==> config.mk <==
export PLATFORM = sky130hd
export DESIGN_NAME = alarm_clock_controller
export DESIGN_NICKNAME = d
export VERILOG_FILES = /design/src/design/acc_pkg.sv /design/src/design/alarm_clock_controller.sv
export SDC_FILE = /design/constraint.sdc
export NUM_CORES = 1
export LEC_CHECK = 0
export ABC_AREA = 1
export BUFFER_PORTS_ARGS = -buffer_cell sky130_fd_sc_hd__buf_2
export CAP_MARGIN = 20
export CORE_ASPECT_RATIO = 0.9
export CORE_MARGIN = 4
export CORE_UTILIZATION = 40
export DETAILED_ROUTE_END_ITERATION = 7
export GPL_ROUTABILITY_DRIVEN = 1
export GPL_TIMING_DRIVEN = 0
export PLACE_DENSITY = 0.62
export REMOVE_ABC_BUFFERS = 1
export SETUP_SLACK_MARGIN = 0.2
export SYNTH_ARGS = -nofsm -noshare
export SYNTH_HDL_FRONTEND = slang
export SYNTH_SLANG_ARGS = --single-unit
==> constraint.sdc <==
create_clock -name aclk -period 13.6 [get_ports aclk]
set_clock_uncertainty 0.05 [all_clocks]
set_input_delay 2.72 -clock aclk [delete_from_list [all_inputs] [get_ports aclk]]
set_output_delay 2.72 -clock aclk [all_outputs]
set_load 0.03 [all_outputs]
==> src/design/acc_pkg.sv <==
// Shared types, codes and lookup functions for the alarm clock controller.
package acc_pkg;

    // Time of day in seconds, always below one day.
    localparam int unsigned TIME_W = 17;
    localparam logic [TIME_W-1:0] DAY_SECONDS = 17'd86400;
    localparam logic [TIME_W-1:0] LAST_SECOND = 17'd86399;

    // Reciprocal constants: x / 60 = (x * DIV60_MUL) >> DIV60_SHIFT, and the same for
    // 3600. Both are exact for every x below 2**17.
    localparam logic [17:0] DIV60_MUL     = 18'd139811;
    localparam int unsigned DIV60_SHIFT   = 23;
    localparam logic [17:0] DIV3600_MUL   = 18'd149131;
    localparam int unsigned DIV3600_SHIFT = 29;

    // Event kinds.
    localparam logic CMD_TICK    = 1'b0;
    localparam logic CMD_BUTTONS = 1'b1;

    // Button codes.
    localparam logic [3:0] BTN_NONE   = 4'd0;
    localparam logic [3:0] BTN_DOWN   = 4'd1;
    localparam logic [3:0] BTN_UP     = 4'd2;
    localparam logic [3:0] BTN_CURSOR = 4'd4;
    localparam logic [3:0] BTN_MODE   = 4'd8;
    localparam logic [3:0] BTN_RESET_VALUE = 4'd15;

    localparam logic [7:0] SEG_BLANK = 8'hFF;
    localparam logic [7:0] LED_ON    = 8'hFF;
    localparam logic [7:0] LED_OFF   = 8'h00;

    // Operating modes, one-hot.
    typedef enum logic [2:0] {
        MODE_RUN       = 3'b001,
        MODE_SET_TIME  = 3'b010,
        MODE_SET_ALARM = 3'b100
    } mode_t;

    // Input transaction.
    typedef struct packed {
        logic       command;
        logic [3:0] buttons;
    } in_item_t;

    // Result transaction.
    typedef struct packed {
        logic [7:0] sec_units_seg;
        logic [7:0] sec_tens_seg;
        logic [7:0] min_units_seg;
        logic [7:0] min_tens_seg;
        logic [7:0] hour_units_seg;
        logic [7:0] hour_tens_seg;
        logic [7:0] led_pattern;
    } out_item_t;

    // Active-low seven-segment pattern of one decimal digit, blank above nine.
    function automatic logic [7:0] digit_seg(input logic [3:0] d);
        logic [6:0] code;
        code = 7'h7F;
        unique case (d)
            4'd0: code = 7'h40;
            4'd1: code = 7'h79;
            4'd2: code = 7'h24;
            4'd3: code = 7'h30;
            4'd4: code = 7'h19;
            4'd5: code = 7'h12;
            4'd6: code = 7'h02;
            4'd7: code = 7'h78;
            4'd8: code = 7'h00;
            4'd9: code = 7'h10;
            default: code = 7'h7F;
        endcase
        return {1'b1, code};
    endfunction

    // Adjustment step selected by the cursor.
    function automatic logic [TIME_W-1:0] cursor_step(input logic [1:0] c);
        logic [TIME_W-1:0] step;
        step = '0;
        unique case (c)
            2'd0: step = 17'd60;
            2'd1: step = 17'd600;
            2'd2: step = 17'd3600;
            2'd3: step = 17'd36000;
            default: step = 17'd60;
        endcase
        return step;
    endfunction

    // Tens digit of a value below 64: (v * 13) >> 7 is exact there.
    function automatic logic [3:0] tens_of(input logic [5:0] v);
        logic [10:0] prod;
        prod = {5'd0, v} * 11'd13;
        return prod[10:7];
    endfunction

endpackage

==> src/design/alarm_clock_controller.sv <==
// Alarm clock controller: mode, time keeping, editing and display decoding.
//
// Usage: every input transaction on the s_ channel is one event, either a
// one-second tick (command 0) or a fresh sample of the four buttons
// (command 1). Every event yields exactly one result transaction on the m_
// channel carrying the six active-low digit patterns and the LED pattern as
// they stand after that event.
// An accepted event is held in the input register, processed into the result
// register when that register is free or being emptied, and is offered on
// m_valid from then on. Throughput is one event per cycle while m_ready
// is high; the next event needs only the state written by the one before.
// The digit split uses two constant reciprocal multipliers on the shown time
// and one on the alarm time, all in the single processing stage.
// The result register is also the display state, so a stalled receiver holds
// it; one further event may wait in the input register, and s_ready drops
// only while both registers are full and m_ready is low.
// Reset (aresetn low at a clock edge) selects run mode, clears all times,
// the cursor, the digits and the LEDs, and sets the last button sample to 15.
module alarm_clock_controller (
    input  logic               aclk,
    input  logic               aresetn,
    input  logic               s_valid,
    output logic               s_ready,
    input  acc_pkg::in_item_t  s_data,
    output logic               m_valid,
    input  logic               m_ready,
    output acc_pkg::out_item_t m_data
);

    // Input register.
    logic              in_valid_reg;
    acc_pkg::in_item_t in_item_reg;

    // Block state; digits_reg and led_reg double as the result register.
    acc_pkg::mode_t                 mode_reg, mode_next;
    logic [acc_pkg::TIME_W-1:0]     cur_reg, cur_next;
    logic [acc_pkg::TIME_W-1:0]     edit_reg, edit_next;
    logic [acc_pkg::TIME_W-1:0]     alarm_reg, alarm_next;
    logic [1:0]                     cursor_reg, cursor_next;
    logic [3:0]                     last_reg, last_next;
    logic [7:0]                     digits_reg [6];
    logic [7:0]                     digits_next [6];
    logic [7:0]                     led_reg, led_next;
    logic                           m_valid_reg;

    logic proc_fire;
    logic btn_changed;
    logic [acc_pkg::TIME_W-1:0] cur_inc, edit_inc, shown, step;
    logic [acc_pkg::TIME_W-1:0] sec_rem, min_rem;
    logic [34:0] min_prod, hour_prod, alarm_prod;
    logic [10:0] min_total, alarm_min;
    logic [4:0]  hours;
    logic [5:0]  minutes, seconds;
    logic [3:0]  sec_tens, min_tens, hour_tens;

    // Handshake: process when the result register is free or being emptied.
    assign proc_fire = in_valid_reg && (!m_valid_reg || m_ready);
    assign s_ready   = !in_valid_reg || proc_fire;
    assign m_valid   = m_valid_reg;

    // Wrapping increments of the running times.
    assign cur_inc  = (cur_reg == acc_pkg::LAST_SECOND) ? '0 : cur_reg + 17'd1;
    assign edit_inc = (edit_reg == acc_pkg::LAST_SECOND) ? '0 : edit_reg + 17'd1;

    // Time selected for display by a tick.
    always_comb begin
        unique case (mode_reg)
            acc_pkg::MODE_SET_TIME:  shown = edit_reg;
            acc_pkg::MODE_SET_ALARM: shown = alarm_reg;
            default:                 shown = cur_inc;
        endcase
    end

    // Split into hours, minutes and seconds by reciprocal multiplication.
    assign min_prod   = {18'd0, shown} * {17'd0, acc_pkg::DIV60_MUL};
    assign hour_prod  = {18'd0, shown} * {17'd0, acc_pkg::DIV3600_MUL};
    assign alarm_prod = {18'd0, alarm_reg} * {17'd0, acc_pkg::DIV60_MUL};
    assign min_total  = min_prod[acc_pkg::DIV60_SHIFT +: 11];
    assign hours      = hour_prod[acc_pkg::DIV3600_SHIFT +: 5];
    assign alarm_min  = alarm_prod[acc_pkg::DIV60_SHIFT +: 11];
    assign sec_rem    = shown - ({6'd0, min_total} * 17'd60);
    assign min_rem    = {6'd0, min_total} - ({12'd0, hours} * 17'd60);
    assign seconds    = sec_rem[5:0];
    assign minutes    = min_rem[5:0];
    assign sec_tens   = acc_pkg::tens_of(seconds);
    assign min_tens   = acc_pkg::tens_of(minutes);
    assign hour_tens  = acc_pkg::tens_of({1'b0, hours});

    assign btn_changed = (in_item_reg.buttons != last_reg);
    assign step        = acc_pkg::cursor_step(cursor_reg);

    // Add with wrap at one day; both operands are below one day.
    function automatic logic [acc_pkg::TIME_W-1:0] add_day(
        input logic [acc_pkg::TIME_W-1:0] t,
        input logic [acc_pkg::TIME_W-1:0] d
    );
        logic [acc_pkg::TIME_W:0] sum;
        sum = {1'b0, t} + {1'b0, d};
        if (sum >= {1'b0, acc_pkg::DAY_SECONDS}) begin
            sum = sum - {1'b0, acc_pkg::DAY_SECONDS};
        end
        return sum[acc_pkg::TIME_W-1:0];
    endfunction

    // Subtract, saturating at zero.
    function automatic logic [acc_pkg::TIME_W-1:0] sub_sat(
        input logic [acc_pkg::TIME_W-1:0] t,
        input logic [acc_pkg::TIME_W-1:0] d
    );
        return (t > d) ? (t - d) : '0;
    endfunction

    // Next state for the event in the input register.
    always_comb begin
        mode_next   = mode_reg;
        cur_next    = cur_reg;
        edit_next   = edit_reg;
        alarm_next  = alarm_reg;
        cursor_next = cursor_reg;
        last_next   = last_reg;
        led_next    = led_reg;
        for (int i = 0; i < 6; i++) begin
            digits_next[i] = digits_reg[i];
        end

        if (in_item_reg.command == acc_pkg::CMD_TICK) begin
            cur_next = cur_inc;
            digits_next[0] = acc_pkg::digit_seg(seconds[3:0] - 4'(sec_tens * 4'd10));
            digits_next[1] = acc_pkg::digit_seg(sec_tens);
            unique case (mode_reg)
                acc_pkg::MODE_SET_TIME:  edit_next = edit_inc;
                acc_pkg::MODE_SET_ALARM: ;
                default: begin
                    led_next = (!cur_inc[0] && (min_total == alarm_min)) ?
                               acc_pkg::LED_ON : acc_pkg::LED_OFF;
                end
            endcase
            // Blank the edited digit on odd blink seconds, else refresh all.
            if ((mode_reg == acc_pkg::MODE_SET_TIME && shown[0]) ||
                (mode_reg == acc_pkg::MODE_SET_ALARM && cur_inc[0])) begin
                digits_next[2 + int'(cursor_reg)] = acc_pkg::SEG_BLANK;
            end else begin
                digits_next[2] = acc_pkg::digit_seg(minutes[3:0] - 4'(min_tens * 4'd10));
                digits_next[3] = acc_pkg::digit_seg(min_tens);
                digits_next[4] = acc_pkg::digit_seg(hours[3:0] - 4'(hour_tens * 4'd10));
                digits_next[5] = acc_pkg::digit_seg(hour_tens);
            end
        end else begin
            last_next = in_item_reg.buttons;
            unique case (in_item_reg.buttons)
                acc_pkg::BTN_NONE: ;
                acc_pkg::BTN_MODE: begin
                    if (btn_changed) begin
                        unique case (mode_reg)
                            acc_pkg::MODE_RUN: begin
                                mode_next = acc_pkg::MODE_SET_TIME;
                                edit_next = cur_reg;
                            end
                            acc_pkg::MODE_SET_TIME: begin
                                mode_next = acc_pkg::MODE_SET_ALARM;
                                cur_next  = edit_reg;
                            end
                            default: mode_next = acc_pkg::MODE_RUN;
                        endcase
                    end
                end
                acc_pkg::BTN_CURSOR: begin
                    if (btn_changed) begin
                        cursor_next = cursor_reg + 2'd1;
                    end
                end
                acc_pkg::BTN_UP: begin
                    if (btn_changed) begin
                        unique case (mode_reg)
                            acc_pkg::MODE_SET_TIME:  edit_next  = add_day(edit_reg, step);
                            acc_pkg::MODE_SET_ALARM: alarm_next = add_day(alarm_reg, step);
                            default: ;
                        endcase
                    end
                end
                acc_pkg::BTN_DOWN: begin
                    if (btn_changed) begin
                        unique case (mode_reg)
                            acc_pkg::MODE_SET_TIME:  edit_next  = sub_sat(edit_reg, step);
                            acc_pkg::MODE_SET_ALARM: alarm_next = sub_sat(alarm_reg, step);
                            default: ;
                        endcase
                    end
                end
                default: mode_next = acc_pkg::MODE_RUN;
            endcase
        end
    end

    // Input register and handshake state.
    always_ff @(posedge aclk) begin
        if (!aresetn) begin
            in_valid_reg <= 1'b0;
            m_valid_reg  <= 1'b0;
        end else begin
            if (s_ready) begin
                in_valid_reg <= s_valid;
            end
            if (proc_fire) begin
                m_valid_reg <= 1'b1;
            end else if (m_ready) begin
                m_valid_reg <= 1'b0;
            end
        end
    end

    always_ff @(posedge aclk) begin
        if (s_ready && s_valid) begin
            in_item_reg <= s_data;
        end
    end

    // Block state, updated once per processed transaction.
    always_ff @(posedge aclk) begin
        if (!aresetn) begin
            mode_reg   <= acc_pkg::MODE_RUN;
            cur_reg    <= '0;
            edit_reg   <= '0;
            alarm_reg  <= '0;
            cursor_reg <= '0;
            last_reg   <= acc_pkg::BTN_RESET_VALUE;
            led_reg    <= acc_pkg::LED_OFF;
            for (int i = 0; i < 6; i++) begin
                digits_reg[i] <= '0;
            end
        end else if (proc_fire) begin
            mode_reg   <= mode_next;
            cur_reg    <= cur_next;
            edit_reg   <= edit_next;
            alarm_reg  <= alarm_next;
            cursor_reg <= cursor_next;
            last_reg   <= last_next;
            led_reg    <= led_next;
            for (int i = 0; i < 6; i++) begin
                digits_reg[i] <= digits_next[i];
            end
        end
    end

    // Result payload.
    assign m_data.sec_units_seg  = digits_reg[0];
    assign m_data.sec_tens_seg   = digits_reg[1];
    assign m_data.min_units_seg  = digits_reg[2];
    assign m_data.min_tens_seg   = digits_reg[3];
    assign m_data.hour_units_seg = digits_reg[4];
    assign m_data.hour_tens_seg  = digits_reg[5];
    assign m_data.led_pattern    = led_reg;

    // All held times stay within one day.
    assert property (@(posedge aclk) disable iff (!aresetn)
        (cur_reg < acc_pkg::DAY_SECONDS) && (edit_reg < acc_pkg::DAY_SECONDS) &&
        (alarm_reg < acc_pkg::DAY_SECONDS))
        else $error("held time out of range");

    // The LEDs are either fully on or fully off.
    assert property (@(posedge aclk) disable iff (!aresetn)
        (led_reg == acc_pkg::LED_ON) || (led_reg == acc_pkg::LED_OFF))
        else $error("invalid LED pattern");

    // A free result side never blocks the input.
    assert property (@(posedge aclk) disable iff (!aresetn)
        (!m_valid_reg || m_ready) |-> s_ready)
        else $error("input stalled with free result register");

    // A processed transaction always produces a result.
    assert property (@(posedge aclk) disable iff (!aresetn)
        proc_fire |=> m_valid_reg)
        else $error("processed transaction lost");

    // State only moves when a transaction is processed.
    assert property (@(posedge aclk) disable iff (!aresetn)
        !proc_fire |=> $stable(cur_reg) && $stable(led_reg) && $stable(mode_reg))
        else $error("state changed without a transaction");

endmodule

# --- Yosys cells after proc, flatten, opt, wreduce, memory -nomap -nowiden ---
# Memory sizes are Yosys's and may differ from the RTL's.
# Cells that the tools add are included.
classes:
  addsub: 15
  n_lt_le_gt_ge: 6
  eq_ne: 29
  bitwise_logic: 11
  multipliers: 11
  reduce_logical: 26
  muxes: 49
op_table:
  columns: ["cell", "n"]
  rows:
  - ["2-to-1 mux 17 bit", 22]
  - ["multiplier 17 x 18 -> 34 bit (second input constant)", 3]
  - ["one-hot mux 17 bit (2 select lines)", 2]
  - ["one-hot mux 17 bit (4 select lines)", 1]
  - ["2-to-1 mux 8 bit", 8]
  - ["one-hot mux 17 bit (3 select lines)", 1]
  - ["2-to-1 mux 48 bit", 1]
  - ["bitwise OR 48 bit", 1]
  - ["adder 17 x 17 -> 18 bit", 2]
  - ["greater-or-equal comparator 18 x 17 -> 1 bit (second input constant)", 2]
  - ["adder 17 x 1 -> 17 bit (second input constant)", 2]
  - ["equality test 17 bit (second input constant)", 2]
  - ["greater-than comparator 17 bit", 2]
  - ["subtractor 17 bit", 2]
  - ["subtractor 17 bit (second input constant)", 2]
  - ["greater-or-equal comparator 32 x 4 -> 1 bit (second input constant)", 1]
  - ["< comparator 32 x 1 -> 1 bit (second input constant)", 1]
  - ["2-to-1 mux 32 bit", 1]
  - ["inverter 3 -> 32 bit", 1]
  - ["demux 8 bit (select 3 bit)", 1]
  - ["multiplier 6 x 4 -> 10 bit (second input constant)", 2]
  - ["inequality test 3 bit (second input constant)", 6]
  - ["2-to-1 mux 16 bit", 1]
  - ["2-to-1 mux 7 bit", 2]
  - ["41 further kinds", 78]
word_totals:
  n_memories: 7
  mem_bits_rw: 48
  register_bits: 75
  mem_bits_ro: 672
  in_bits: 9
memory_table:
  columns: ["memory", "words", "word_bits", "rd", "rd_clocked_by_memory_dff", "wr", "line_no", "rtl"]
  rows:
  - ["(no name shown)", 16, 7, 1, 0, 0, "acc_pkg.sv:60", "unique case (d)"]
  - ["(no name shown)", 16, 7, 1, 0, 0, "acc_pkg.sv:60", null]
  - ["(no name shown)", 16, 7, 1, 0, 0, "acc_pkg.sv:60", null]
  - ["(no name shown)", 16, 7, 1, 0, 0, "acc_pkg.sv:60", null]
  - ["(no name shown)", 16, 7, 1, 0, 0, "acc_pkg.sv:60", null]
  - ["(no name shown)", 16, 7, 1, 0, 0, "acc_pkg.sv:60", null]
  - ["+1 memories", null, null, null, null, null, null, null]

# --- Depth between registers and ports, before layout ---
# An unclocked memory read counts as a cell.
logic_depth:
  depth_word: 15
  ltp_mapped: 67

# --- Worst setup path after synthesis ---
# Ideal clock, no wire load.
synth_timing:
  path_kind: "register to register"
  start: "register cur_reg[0] in the netlist's numbering"
  end: "memory digits_reg[2][2] (data pin)"
  setup_ns: 0.255
  synth_period_minus_slack_ns: 11.149
  stages_incl_launch_ff: 64
  arrival_time_ns: 10.844
  required_time_ns: 13.295
  n_path_buf: 1
  setup_slack_ns: 2.451
  cell_sequence: "dfxtp_1 -> ha_1 -> nand3_1 -> nor2_1 -> nand2_1 -> nor2_2 -> nand2_2 -> clkbuf_1 -> inv_1 -> nor2_1 -> o21ai_0 -> inv_1 -> nand2_1 -> o221ai_1 -> ha_1 -> fa_1 -> fa_1 -> inv_1 -> [28 not listed] -> ha_1 -> nand2_1 -> inv_1 -> nand2_1 -> nand2_1 -> nand2_1 -> nand2_1 -> xor2_1 -> inv_1 -> fa_1 -> xnor2_1 -> inv_1 -> nand3_1 -> nand2_1 -> nand2_1 -> nor2_1 -> o21ai_0 -> inv_1"
synth_rtl:
  columns: ["element", "line_no", "rtl"]
  rows:
  - ["start: declaration", "alarm_clock_controller.sv:36", "logic [acc_pkg::TIME_W-1:0] cur_reg, cur_next;"]
  - ["start signal: assignment", "alarm_clock_controller.sv:233", "cur_reg <= cur_next;"]
  - ["end: declaration", "alarm_clock_controller.sv:41", "logic [7:0] digits_reg [6];"]

==> results.md <==
* Critical path data arrival time at around 13,000 ps
* Met3 wire len at 2570 microns
* Leakage dissipation at roughly 14 nW
* Final TNS setup at 0 ps
* Setup crit end kind: flop
* Worst Path Buf+Inv at 9
* PortBufs at 66
* Post-DR wirelength/cell at roughly 16 microns
* Max FFs per register at 47
* Slew Viols, Final at 0
* Final setup violation count at 0
* Initial core utilization at around 40%
* Max_cap viols at 0
* R2r startpoint: cur_reg[0]
* Die width at 261 microns
* DRC violations left at 0
* CP delay by family, top: adder cells
* Tmin final at about 12,000 ps
* Post-DP Area at ~24,000 sq um
* EDFF count, synth at 52
* Clk sink count at 113
* Area Overhead vs Synth at 7.79%
* Skew-Pair Late Insertion Delay at ~450 ps
* Post-DRT Antenna Nets at 0
* Pwr per Cell Area at around 130 nW/um^2
* Via density at between 5 and 6
* Die area at around 61,000 sq um
* Max Buffers Root-to-Sink at 2
* Die height at about 240 microns
* Crit-path max FO at 9
* Slowest stage delay, CP at 550 ps
* Core area at 56,900 sq um
* GPL Wtd Cong at a little over 0.9
* Flops & latches, synth at between 100 and 150
* Most used cell along the critical path: nand2_1
* Hold Path End: last_reg[1]
* Critical path class: flop to flop
* Final hold vios at 0
* Layout cells sized above 1 at ~6.5%
* Vias in the first global route at 19,600
* Hold path cells at 2
* Diode count at 0
* Slew headroom at between 20% and 30%
* First-pass GRT wire length at 101,000 microns
* # rows at between 80 and 90
* CTS root buffer: clkbuf_16
* Final Cycle Share at between 90 and 100%
* Max frequency at between 80 and 90 MHz
* Yosys warns at 0
* Initial antenna violation count at 0
* Highest metal used: met4
* Pin count of the biggest net entering global routing at 43
* TritonCTS clock tree: built
* GRT Total Usage at 20.1%
* Mapped Cells at ~3,100
* M1 wire length at between 30,000 and 40,000 microns
* Drt first pass iters at 6
* Register area share after synthesis at between 10% and 20%
* Post-synthesis cell area at 23,000 sq um
* Critical path depth at 56
* VDD IR-drop max at 339 uV
* Total number of vias at 20,200
* Status: completed
* Dpl hpwl at about 51,000 microns
* First DRT Iteration DRCs at about 1,400
* Critical Path Source Type: flop
* Worst path slowest cell: fa_1
* Worst r2r dst: digits_reg[0][4]
* Worst Hold Class: flop to flop
* Detailed Route WL at roughly 61,000 microns
* RSZ-0062 raised after global routing: no
* Async S/R FF share, synth at 0%
* Worst-path clk slew at around 60 ps
* Top_reg_cell synth: dfxtp_1
* Worst r2r path cells at 56
* Worst Max-Slew Pin Slew at 1120 ps
* Finished Cell Area at around 25,000 sq um
* H-Tree Depth at 4
* GR Overflow Total at 0
* Final #Nets at ~3,800
* Critical Path RT at 13,740 ps
* Cts bufs inserted at 17
* Synth unique cells at between 60 and 70
* IO Pins at 67
* Syn avg cell area at ~7.3 sq um
* R2R Setup Slk at about 1200 ps
* Metal2 WL at 27,200 microns
* Hold path startpoint: last_reg[1]
per-stage QoR:
stage,worst slack [ps],power (mW),util [%],hold WS [ps],instances
floorplan,2580,2.26,-,398,3071
global placement,724,2.72,42.1,412,3902
detailed placement,613,2.74,42.3,417,3910
CTS,565,3.22,43.4,432,3942
global route,213,3.59,43.5,447,3944
finish,1220,3.21,43.5,429,3944
worst max path at each step:
stage                     slack [ps]       start               end
final                           1220  cur_reg[0]  digits_reg[0][4]
after global routing             210  cur_reg[0]  digits_reg[0][4]
after CTS                        570  cur_reg[0]  digits_reg[2][4]
after detailed placement         610  cur_reg[0]  digits_reg[2][4]
after global placement           720  cur_reg[0]  digits_reg[2][3]
after floorplan                 2580  cur_reg[0]  digits_reg[2][2]
tightest hold or removal path: cells and delay by family, from the launching register on:
kind	cells	cell delay [ps]
and+or+nand+nor	2	110
DFF	1	340
synthesized netlist by cell type, types with 12 or more instances:
master    number  area (sq um)
inv_1        597          2240
nand2_1      595          2230
ha_1         471          5890
nor2_1       208           781
a21oi_1      203          1020
o21ai_0      153           766
nand3_1      151           756
fa_1         149          2980
xor2_1        65           569
dfxtp_1       61          1220
edfxtp_1      52          1560
nand4_1       47           294
clkbuf_1      41           154
nor3_1        40           200
a31oi_1       27           169
xnor2_1       25           219
a21oi_2       17           149
a21o_1        15           113
inv_2         15          56.3
o22ai_1       13          81.3
buf_4         12          90.1
o211ai_1      12          90.1
placed cells by master (no fill, tap or decap), types with 5 or more instances in the layout:
master     instances
o31ai_1            5
a21o_1            15
o221ai_1           5
buf_4              5
edfxtp_1          52
fa_1             149
conb_1             8
a31oi_1           27
inv_2             15
o211ai_1          12
ha_1             471
nor2_1           208
a21oi_2           17
o21ai_1            7
nor3_1            40
o21ai_0          152
nand2_2           12
nand3b_1          11
nor4_1             9
nand3_1          151
dfxtp_1           61
o22ai_1           12
nand4_1           47
or2_2              8
xor2_2             7
a221oi_1          10
nand2_1          594
xor2_1            63
o21bai_1           6
o21ai_2            5
inv_6              5
buf_2             66
clkbuf_16         17
xnor2_1           25
inv_1            597
a21oi_1          201
per-layer routing:
layer,GRT usage [%],up-vias
met3,1.93,62
met2,32.0,470
met5,0,-
li1,-,10300
met4,4.46,0
met1,29.4,9386
repair_timing:
action | 4_1_cts | 5_1_grt
endpoints found under the setup margin | 0 | 14
resized for setup | 0 | 10
setup buffers | 0 | 1
hold buffers | 0 | 0
final cells by class:
cell class	instances	area [sq um]
Fill cell	5994	32100
Multi-Input combinational cell	2342	17600
Sequential cell	113	2780
Inverter	616	2310
Tap cell	765	957
Timing Repair Buffer	76	473
Clock buffer	17	425
Clock inverter	15	180
cell families after synthesis:
logic type / share of synthesized area (%)
other: 0.0327
DFF: 12.1
adders and majority gates: 38.6
xor gates and xnor gates: 3.78
buffers and inverters: 11.5
and+or+nand+nor: 21.2
AOI/OAI and AO/OA: 12.8
power breakdown:
part           switching (mW)  internal (mW)
clock network           0.188          0.290
registers              0.0252          0.417
logic                    1.50          0.790
total                    1.72           1.50
Note: power is estimated with default switching activity, not from simulation.
